$ cat config.mk
export PLATFORM = sky130hd
export DESIGN_NAME = json_string_escaper
export DESIGN_NICKNAME = d
export VERILOG_FILES = /design/src/sv/jse_pkg.sv /design/src/sv/jse_front.sv /design/src/sv/jse_queue.sv /design/src/sv/jse_back.sv /design/src/sv/json_string_escaper.sv
export SDC_FILE = /design/constraint.sdc
export NUM_CORES = 1
export LEC_CHECK = 0
export BUFFER_PORTS_ARGS = -buffer_cell sky130_fd_sc_hd__clkbuf_2
export CAP_MARGIN = 0
export CORE_MARGIN = 8
export CORE_UTILIZATION = 45
export DETAILED_ROUTE_END_ITERATION = 8
export SLEW_MARGIN = 20
export SYNTH_ARGS = -nofsm -noshare
export SYNTH_HDL_FRONTEND = slang
export SYNTH_SLANG_ARGS = --single-unit
$ cat constraint.sdc
create_clock -name clk -period 19.7 [get_ports clk]
set_clock_uncertainty 0.15 [all_clocks]
set_input_delay 3.94 -clock clk [delete_from_list [all_inputs] [get_ports clk]]
set_output_delay 3.94 -clock clk [all_outputs]
set_load 0.03 [all_outputs]
$ cat src/sv/jse_pkg.sv
// ----------------------------------------------------------------------------
// JSON string escaper package
// Shared types, character constants and helpers for the escaper blocks.
// ----------------------------------------------------------------------------
`timescale 1ns / 1ps
`default_nettype none

package jse_pkg;

  // Character codes used by the escaper.
  localparam logic [7:0] CH_QUOTE     = 8'h22;
  localparam logic [7:0] CH_BACKSLASH = 8'h5C;
  localparam logic [7:0] CH_SLASH     = 8'h2F;
  localparam logic [7:0] CH_ZERO      = 8'h30;
  localparam logic [7:0] CH_UPPER_A   = 8'h41;
  localparam logic [7:0] CH_B         = 8'h62;
  localparam logic [7:0] CH_T         = 8'h74;
  localparam logic [7:0] CH_N         = 8'h6E;
  localparam logic [7:0] CH_F         = 8'h66;
  localparam logic [7:0] CH_R         = 8'h72;
  localparam logic [7:0] CH_U         = 8'h75;

  // Control bytes with a short escape.
  localparam logic [7:0] CTL_BS = 8'h08;
  localparam logic [7:0] CTL_HT = 8'h09;
  localparam logic [7:0] CTL_LF = 8'h0A;
  localparam logic [7:0] CTL_FF = 8'h0C;
  localparam logic [7:0] CTL_CR = 8'h0D;

  // UTF-8 lead byte masks and patterns.
  localparam logic [7:0] UTF_MASK_2 = 8'hE0;
  localparam logic [7:0] UTF_LEAD_2 = 8'hC0;
  localparam logic [7:0] UTF_MASK_3 = 8'hF0;
  localparam logic [7:0] UTF_LEAD_3 = 8'hE0;
  localparam logic [7:0] UTF_MASK_4 = 8'hF8;
  localparam logic [7:0] UTF_LEAD_4 = 8'hF0;

  // Longest body of one item: backslash, u, two zeros and two hex digits.
  localparam int BODY_MAX   = 6;
  localparam int QUEUE_DEPTH = 2;

  // What closes the output of one item.
  typedef enum logic [1:0] {
    TAIL_NONE,
    TAIL_QUOTE,
    TAIL_ERROR
  } tail_t;

  // Work descriptor passed from the front end to the back end.
  typedef struct packed {
    logic                         open_q;
    logic [2:0]                   body_len;
    logic [BODY_MAX-1:0][7:0]     body;
    tail_t                        tail;
  } desc_t;

  // Upper-case hex digit of the low nibble.
  function automatic logic [7:0] hex_digit(input logic [3:0] v);
    logic [7:0] r;
    if (v < 4'd10) begin
      r = CH_ZERO + {4'd0, v};
    end else begin
      r = CH_UPPER_A + {4'd0, v} - 8'd10;
    end
    return r;
  endfunction

endpackage

`default_nettype wire

$ cat src/sv/jse_front.sv
// ----------------------------------------------------------------------------
// JSON string escaper front end
// Accepts input words, tracks UTF-8 sequences and builds one work descriptor
// per input word that yields any output.
// ----------------------------------------------------------------------------
`timescale 1ns / 1ps
`default_nettype none

module jse_front (
  input  wire logic           clk,
  input  wire logic           rst_n,
  input  wire logic           cfg_we,
  input  wire logic           cfg_wdata,
  input  wire logic           in_tvalid,
  output logic                in_tready,
  input  wire logic [7:0]     in_tdata,
  input  wire logic           in_tlast,
  input  wire logic [1:0]     in_tuser,
  input  wire logic           q_full,
  output logic                q_push,
  output jse_pkg::desc_t      q_wdesc
);
  import jse_pkg::*;

  logic       escape_slash_r;
  logic [1:0] bytes_needed_r, bytes_needed_nxt;
  logic [1:0] held_count_r, held_count_nxt;
  logic [7:0] held_r [0:2];
  logic       held_we;
  logic [1:0] held_idx;

  logic       accept;
  logic       is_first, is_empty;
  logic [7:0] c;
  logic [1:0] need, hcnt, need_dec;
  desc_t      d;
  logic [7:0] esc;

  assign is_first  = in_tuser[0];
  assign is_empty  = in_tuser[1];
  assign c         = in_tdata;
  assign in_tready = !q_full;
  assign accept    = in_tvalid && in_tready;

  // A first mark drops any open sequence before the byte is looked at.
  assign need     = is_first ? 2'd0 : bytes_needed_r;
  assign hcnt     = is_first ? 2'd0 : held_count_r;
  assign need_dec = need - 2'd1;

  // Short escape letter of a control byte, or u for the hex form.
  always_comb begin
    case (c)
      CTL_BS:  esc = CH_B;
      CTL_HT:  esc = CH_T;
      CTL_LF:  esc = CH_N;
      CTL_FF:  esc = CH_F;
      CTL_CR:  esc = CH_R;
      default: esc = CH_U;
    endcase
  end

  // Classify the word and build its descriptor and the next sequence state.
  always_comb begin
    d                = '0;
    d.tail           = TAIL_NONE;
    bytes_needed_nxt = need;
    held_count_nxt   = hcnt;
    held_we          = 1'b0;
    held_idx         = hcnt;
    if (is_empty) begin
      d.open_q         = 1'b1;
      d.tail           = TAIL_QUOTE;
      bytes_needed_nxt = 2'd0;
      held_count_nxt   = 2'd0;
    end else begin
      d.open_q = is_first;
      if (need != 2'd0) begin
        // Following byte of a multibyte sequence.
        bytes_needed_nxt = need_dec;
        if (need_dec == 2'd0) begin
          // Held bytes first, then the byte that completes the sequence.
          for (int i = 0; i < 3; i++) begin
            d.body[i] = held_r[i];
          end
          d.body[{1'b0, hcnt}] = c;
          d.body_len     = {1'b0, hcnt} + 3'd1;
          held_count_nxt = 2'd0;
        end else if (hcnt < 2'd3) begin
          held_we        = 1'b1;
          held_count_nxt = hcnt + 2'd1;
        end
      end else if (!c[7]) begin
        // Plain ASCII with escapes.
        if (c < 8'h20) begin
          d.body[0] = CH_BACKSLASH;
          d.body[1] = esc;
          if (esc == CH_U) begin
            d.body[2]  = CH_ZERO;
            d.body[3]  = CH_ZERO;
            d.body[4]  = hex_digit(c[7:4]);
            d.body[5]  = hex_digit(c[3:0]);
            d.body_len = 3'd6;
          end else begin
            d.body_len = 3'd2;
          end
        end else if (c == CH_QUOTE || c == CH_BACKSLASH ||
                     (c == CH_SLASH && escape_slash_r)) begin
          d.body[0]  = CH_BACKSLASH;
          d.body[1]  = c;
          d.body_len = 3'd2;
        end else begin
          d.body[0]  = c;
          d.body_len = 3'd1;
        end
      end else begin
        // Lead byte opens a sequence; anything else is dropped.
        held_idx = 2'd0;
        if ((c & UTF_MASK_2) == UTF_LEAD_2) begin
          bytes_needed_nxt = 2'd1;
          held_we          = 1'b1;
          held_count_nxt   = 2'd1;
        end else if ((c & UTF_MASK_3) == UTF_LEAD_3) begin
          bytes_needed_nxt = 2'd2;
          held_we          = 1'b1;
          held_count_nxt   = 2'd1;
        end else if ((c & UTF_MASK_4) == UTF_LEAD_4) begin
          bytes_needed_nxt = 2'd3;
          held_we          = 1'b1;
          held_count_nxt   = 2'd1;
        end
      end
      // Closing mark: quote, or an error if a sequence is still open.
      if (in_tlast) begin
        if (bytes_needed_nxt != 2'd0) begin
          d.tail           = TAIL_ERROR;
          bytes_needed_nxt = 2'd0;
          held_count_nxt   = 2'd0;
        end else begin
          d.tail = TAIL_QUOTE;
        end
      end
    end
  end

  assign q_wdesc = d;
  assign q_push  = accept && (d.open_q || d.body_len != 3'd0 || d.tail != TAIL_NONE);

  // Configuration and sequence state.
  always_ff @(posedge clk) begin
    if (!rst_n) begin
      escape_slash_r <= 1'b0;
      bytes_needed_r <= 2'd0;
      held_count_r   <= 2'd0;
    end else begin
      if (cfg_we) begin
        escape_slash_r <= cfg_wdata;
      end
      if (accept) begin
        bytes_needed_r <= bytes_needed_nxt;
        held_count_r   <= held_count_nxt;
      end
    end
  end

  // Held bytes of an open sequence.
  always_ff @(posedge clk) begin
    if (accept && held_we && held_idx != 2'd3) begin
      held_r[held_idx] <= c;
    end
  end

endmodule

`default_nettype wire

$ cat src/sv/jse_queue.sv
// ----------------------------------------------------------------------------
// JSON string escaper descriptor queue
// Short first-in first-out queue between the front end and the back end.
// ----------------------------------------------------------------------------
`timescale 1ns / 1ps
`default_nettype none

module jse_queue (
  input  wire logic           clk,
  input  wire logic           rst_n,
  input  wire logic           push,
  input  wire jse_pkg::desc_t wdesc,
  output logic                full,
  input  wire logic           pop,
  output logic                not_empty,
  output jse_pkg::desc_t      rdesc
);
  import jse_pkg::*;

  localparam int PW = $clog2(QUEUE_DEPTH);

  desc_t               mem_r [0:QUEUE_DEPTH-1];
  logic [PW-1:0]       wr_ptr_r, rd_ptr_r;
  logic [PW:0]         count_r;

  assign full      = (count_r == (PW+1)'(QUEUE_DEPTH));
  assign not_empty = (count_r != '0);
  assign rdesc     = mem_r[rd_ptr_r];

  // Storage.
  always_ff @(posedge clk) begin
    if (push) begin
      mem_r[wr_ptr_r] <= wdesc;
    end
  end

  // Pointers and fill count.
  always_ff @(posedge clk) begin
    if (!rst_n) begin
      wr_ptr_r <= '0;
      rd_ptr_r <= '0;
      count_r  <= '0;
    end else begin
      if (push) begin
        wr_ptr_r <= wr_ptr_r + 1'b1;
      end
      if (pop) begin
        rd_ptr_r <= rd_ptr_r + 1'b1;
      end
      if (push && !pop) begin
        count_r <= count_r + 1'b1;
      end else if (pop && !push) begin
        count_r <= count_r - 1'b1;
      end
    end
  end

endmodule

`default_nettype wire

$ cat src/sv/jse_back.sv
// ----------------------------------------------------------------------------
// JSON string escaper back end
// Holds one descriptor and emits its output words one per cycle while
// out_tready is high: optional opening quote, body, closing quote or error.
// ----------------------------------------------------------------------------
`timescale 1ns / 1ps
`default_nettype none

module jse_back (
  input  wire logic           clk,
  input  wire logic           rst_n,
  input  wire logic           q_not_empty,
  input  wire jse_pkg::desc_t q_rdesc,
  output logic                q_pop,
  output logic                out_tvalid,
  input  wire logic           out_tready,
  output logic [7:0]          out_tdata,
  output logic                out_tlast,
  output logic [1:0]          out_tuser
);
  import jse_pkg::*;

  desc_t      cur_r;
  logic       cur_valid_r;
  logic [2:0] pos_r;

  logic [3:0] total;
  logic [2:0] bidx;
  logic       last_word;
  logic       done_word;
  logic       load;

  assign total     = {3'd0, cur_r.open_q} + {1'b0, cur_r.body_len}
                   + {3'd0, (cur_r.tail != TAIL_NONE)};
  assign bidx      = pos_r - {2'd0, cur_r.open_q};
  assign last_word = ({1'b0, pos_r} == total - 4'd1);
  assign done_word = out_tvalid && out_tready && last_word;
  assign load      = q_not_empty && (!cur_valid_r || done_word);
  assign q_pop     = load;

  // Select the word at the current position.
  always_comb begin
    out_tdata = CH_QUOTE;
    out_tuser = 2'b00;
    if (cur_r.open_q && pos_r == 3'd0) begin
      out_tdata = CH_QUOTE;
    end else if (bidx < cur_r.body_len) begin
      out_tdata = cur_r.body[bidx];
    end else begin
      case (cur_r.tail)
        TAIL_QUOTE: begin
          out_tdata = CH_QUOTE;
          out_tuser = 2'b01;
        end
        TAIL_ERROR: begin
          out_tdata = 8'h00;
          out_tuser = 2'b10;
        end
        default: begin
          out_tdata = CH_QUOTE;
          out_tuser = 2'b00;
        end
      endcase
    end
  end

  assign out_tvalid = cur_valid_r;
  assign out_tlast  = last_word;

  // Current descriptor and word position.
  always_ff @(posedge clk) begin
    if (!rst_n) begin
      cur_valid_r <= 1'b0;
      pos_r       <= 3'd0;
    end else begin
      if (load) begin
        cur_valid_r <= 1'b1;
        pos_r       <= 3'd0;
      end else if (done_word) begin
        cur_valid_r <= 1'b0;
        pos_r       <= 3'd0;
      end else if (out_tvalid && out_tready) begin
        pos_r <= pos_r + 3'd1;
      end
    end
  end

  always_ff @(posedge clk) begin
    if (load) begin
      cur_r <= q_rdesc;
    end
  end

endmodule

`default_nettype wire

$ cat src/sv/json_string_escaper.sv
// ----------------------------------------------------------------------------
// JSON string escaper
// Turns a byte stream into the quoted, escaped JSON form of each string,
// passing UTF-8 sequences through once complete.
//
//   Channel  Direction  Contents
//   in_      slave      tdata: data_byte; tlast: is_last;
//                       tuser: is_first, is_empty
//   out_     master     tdata: out_byte; tlast: run_last;
//                       tuser: string_done, truncated_error
//   cfg_     write      escape_slash
//
// One input word is taken per cycle while the descriptor queue has room.
// Output words leave one per cycle while out_tready is high; an input word
// expands to 1 to 8 bytes; the two-entry queue decouples the sides.
// Reset is synchronous and active low; it clears sequence state, the queue
// and the escape_slash setting. Output stalls fill the queue, then in_tready
// drops.
// ----------------------------------------------------------------------------
`timescale 1ns / 1ps
`default_nettype none

module json_string_escaper (
  input  wire logic       clk,
  input  wire logic       rst_n,
  input  wire logic       cfg_we,
  input  wire logic       cfg_wdata,
  input  wire logic       in_tvalid,
  output logic            in_tready,
  input  wire logic [7:0] in_tdata,   // [7:0] data_byte
  input  wire logic       in_tlast,
  input  wire logic [1:0] in_tuser,   // [0] is_first, [1] is_empty
  output logic            out_tvalid,
  input  wire logic       out_tready,
  output logic [7:0]      out_tdata,  // [7:0] out_byte
  output logic            out_tlast,
  output logic [1:0]      out_tuser   // [0] string_done, [1] truncated_error
);
  import jse_pkg::*;

  logic  q_push, q_full, q_pop, q_not_empty;
  desc_t q_wdesc, q_rdesc;

  // Front end: classification and UTF-8 tracking.
  jse_front u_front (
    .clk       (clk),
    .rst_n     (rst_n),
    .cfg_we    (cfg_we),
    .cfg_wdata (cfg_wdata),
    .in_tvalid (in_tvalid),
    .in_tready (in_tready),
    .in_tdata  (in_tdata),
    .in_tlast  (in_tlast),
    .in_tuser  (in_tuser),
    .q_full    (q_full),
    .q_push    (q_push),
    .q_wdesc   (q_wdesc)
  );

  // Descriptor queue.
  jse_queue u_queue (
    .clk       (clk),
    .rst_n     (rst_n),
    .push      (q_push),
    .wdesc     (q_wdesc),
    .full      (q_full),
    .pop       (q_pop),
    .not_empty (q_not_empty),
    .rdesc     (q_rdesc)
  );

  // Back end: output sequencing.
  jse_back u_back (
    .clk         (clk),
    .rst_n       (rst_n),
    .q_not_empty (q_not_empty),
    .q_rdesc     (q_rdesc),
    .q_pop       (q_pop),
    .out_tvalid  (out_tvalid),
    .out_tready  (out_tready),
    .out_tdata   (out_tdata),
    .out_tlast   (out_tlast),
    .out_tuser   (out_tuser)
  );

endmodule

`default_nettype wire
==> results.sh <==
export IMPL_netlist_top_cells_area="edfxtp_1, mux2_2, ha_1, mux2i_1, dfxtp_1"
export IMPL_netlist_area_um2=8780
export IMPL_gp_congestion=0.906
export IMPL_max_freq_mhz=130
export IMPL_dpl_instance_area_um2=9230
export IMPL_synth_common_cells="edfxtp_1, mux2_2, nor2_1"
export IMPL_totalWireLength_um=17200
export IMPL_num_antenna_cells=0
export IMPL_detail_route_vias_per_cell=5.37
export IMPL_placed_instance_count=884
export IMPL_power_ir_vdd_worst_mv=0.0771
export IMPL_first_iter_violations=489
export IMPL_synth_cells=610
export IMPL_htreeDepth=4
export IMPL_cp_arrival_ps=3580
export IMPL_cts_hold_buffers_added=0
export IMPL_design_final_nets=679
export IMPL_floorplan_rows=51
export IMPL_synth_most_common_cell="edfxtp_1"
export IMPL_synthDominantAreaCellType="edfxtp_1"
export IMPL_initial_utilization_pct=45.4
export IMPL_critical_path_class="flip-flop to primary output"
export IMPL_drt_pass1_iterations=5
export IMPL_hold_path_end="u_back.pos_r[1]"
export IMPL_cp_data_required_time_ps=15610
export IMPL_io_pin_count=30
export IMPL_clock_tree_from_tritoncts="yes"
export IMPL_clock_latency_ps=430
export IMPL_endpoint_kind="primary output"
export IMPL_detailedPlacementHpwl_um=11800
export IMPL_ys_async_sr_fraction_pct=0
export IMPL_clkSlewWorstSetupHoldPaths_ps=60
export IMPL_ys_flop_type="edfxtp_1"
export IMPL_drtAntennaViolNets=0
export IMPL_critical_path_cell_chain="inv_1 -> ha_1 -> ha_1 -> inv_1 -> ha_1 -> a21o_1 -> a21oi_1 -> nand3_1 -> o22ai_1 -> clkbuf_2"
export IMPL_core_area_um2=19300
export IMPL_worst_setup_path_start_kind="flip-flop"
export IMPL_layout_area_overhead_vs_synth_pct=12.0
export IMPL_floorplan_die_area_um2=24200
export IMPL_timing_max_cap_violations=0
export IMPL_synth_edff_count=180
export IMPL_totalPowerFinal_w=0.00134
export IMPL_worst_path_max_delay_cell="ha_1"
export IMPL_rsz0062_at_grt="false"
export IMPL_worst_slew_margin_rel_pct=34.9
export IMPL_outcome="complete, no violations"
export IMPL_timing_setup_tns_ps=0
export IMPL_finalNonFillerCells=916
export IMPL_crit_path_frequent_cell="ha_1"
export IMPL_share_of_the_cycle_needed_by_the_critical_path_after_routing_pct=38.9
export IMPL_die_y_um=156
export IMPL_die_width_um=156
export IMPL_synth_cell_type_count=64
export IMPL_cts_buffer_depth=2
export IMPL_numPortBuffers=29
export IMPL_synth_yosys_warnings=0
export IMPL_grt_antenna_before_repair=0
export IMPL_drive_gt1_share_pct=21.8
export IMPL_postSynthRegisterBits=193
export IMPL_slew_violations=0
export IMPL_per_instance_average_area_after_synthesis_um2=14.4
export IMPL_buffers_plus_inverters_on_the_worst_setup_path=3
export IMPL_detail_route_drc_violations=0
export IMPL_design_area_um2=9830
export IMPL_tightestPinTransition_ps=968
export IMPL_critical_path_max_stage_delay_ps=610
export IMPL_cts_root_buffer_cell="clkbuf_16"
export IMPL_r2r_end="u_queue.count_r[1]"
export IMPL_grt_first_pass_wirelength_um=27600
export IMPL_worst_hold_path_num_cells=2
export IMPL_critical_path_reg2reg_startpoint="u_back.cur_r[1]"
export IMPL_filler_cell_count=1600
export IMPL_cts_sinks=193
export IMPL_global_route_usage_over_all_layers_pct=14.9
export IMPL_timing_hold_violations_final=0
export IMPL_hp_start="u_back.pos_r[1]"
export IMPL_ff2ff_path_depth=14
export IMPL_synth_seq_area_share_pct=64.5
export IMPL_timing_final_setup_violations=0
export IMPL_vias=4919
export IMPL_number_of_buffers_created_by_cts=17
export IMPL_total_leakage_power_nw=3.44
export IMPL_detail_route_wl_per_cell_um=18.8
export IMPL_first_global_vias=4943
export IMPL_min_delay_path_class="flip-flop to flip-flop"
export IMPL_finalWorstPathRequiredPeriod_ps=7670
export IMPL_yosys_area_top_type_share_pct=61.6
export IMPL_cellPowerDensity_nw_per_um2=136
export IMPL_reg2reg_slack_ps=15650
export IMPL_cts_resized_gates=0
export IMPL_grt_start_max_net_pins=55
export IMPL_critPathTopFamily="adder cells"
export IMPL_grt_ovfl_total=0
export IMPL_post_cts_setup_buffers=0
export IMPL_timing_critical_path_fanout_max=11
==> state kept, by name, summed over array words and instances (netlist names) <==
signal,cells
u_front.escape_slash_r,1
u_queue.count_r,2
u_front.held_count_r,2
u_queue.mem_r,104
u_back.out_tvalid,1
u_front.bytes_needed_r,2
u_queue.rd_ptr_r,1
u_front.held_r,24
u_queue.wr_ptr_r,1
u_back.cur_r,52
u_back.pos_r,3
==> cell type report <==
class                   count  area [µm²]  area share (%)
clock inverters            14         163            1.65
clock buffers              18         429            4.36
multi-input cells         363        2950            30.0
inverters                  29         109            1.11
flip-flops and latches    193        5670            57.6
repair buffers             34         183            1.86
well taps                 265         332            3.37
==> layout by cell type (no fill, tap or decap), types with 11 or more instances in the layout <==
| master | netlist | final |
|---|---|---|
| inv_1 | 29 | 29 |
| nand2b_1 | 17 | 17 |
| ha_1 | 23 | 23 |
| nand2_1 | 21 | 21 |
| clkbuf_16 | 0 | 17 |
| dfxtp_1 | 13 | 12 |
| a21oi_1 | 20 | 20 |
| o21ai_0 | 14 | 14 |
| nor3_1 | 12 | 11 |
| mux2_2 | 53 | 53 |
| mux2i_1 | 27 | 27 |
| edfxtp_1 | 180 | 180 |
| clkbuf_2 | 0 | 29 |
| nor2_1 | 35 | 35 |
==> worst min-delay path, delay by kind of cell, from the launching register on <==
| kind | cells | cell delay [ps] |
|---|---|---|
| and+or+nand+nor | 1 | 70 |
| AOI/OAI and AO/OA | 1 | 50 |
| DFF | 1 | 340 |
==> layer usage <==
layer | vias to the layer above | GRT usage (%) | part of all wire (%)
met1 | 2409 | 19.7 | 46
li1 | 2364 | - | -
met3 | 22 | 3.02 | 4.7
met2 | 124 | 23.5 | 48
met5 | - | 0 | 0
met4 | 0 | 6.01 | 1.6
==> how the worst max path moves through the flow <==
| stage | endpoint | depth (start not counted) | from |
|---|---|---|---|
| after floorplan | u_queue.mem_r[0][0] | 8 | in_tdata[1] |
| after global placement | u_queue.mem_r[1][24] | 9 | in_tdata[1] |
| after detailed placement | u_queue.mem_r[1][25] | 9 | in_tdata[1] |
| after CTS | out_tdata[4] | 10 | u_back.pos_r[0] |
| after global routing | out_tdata[3] | 10 | u_back.pos_r[0] |
| final | out_tdata[4] | 10 | u_back.pos_r[0] |
==> through the flow <==
step	setup WS, ps	hold slack (ps)	util, %
2_1_floorplan	9490	301	-
3_3_place_gp	12510	319	47.8
3_5_place_dp	12380	332	47.8
4_1_cts	11950	344	50.8
5_1_grt	11720	384	50.9
6_report	12030	359	50.9
==> where the power goes <==
part	switching (W)	internal (W)
clock network	0.000146	0.000199
logic	0.000234	0.000161
registers	0.0000286	0.000574
total	0.000408	0.000934
==> kinds of logic after synthesis <==
family	count (synthesis)	synth area share, %
mux	88	11.9
buf+inv	61	2.72
simple gates	134	7.94
compound gates	98	8.22
other cells	1	0.0427
flops	193	64.5
fa+ha+maj	24	3.51
xor+xnor	11	1.10
(Power assumes the default switching activity.)
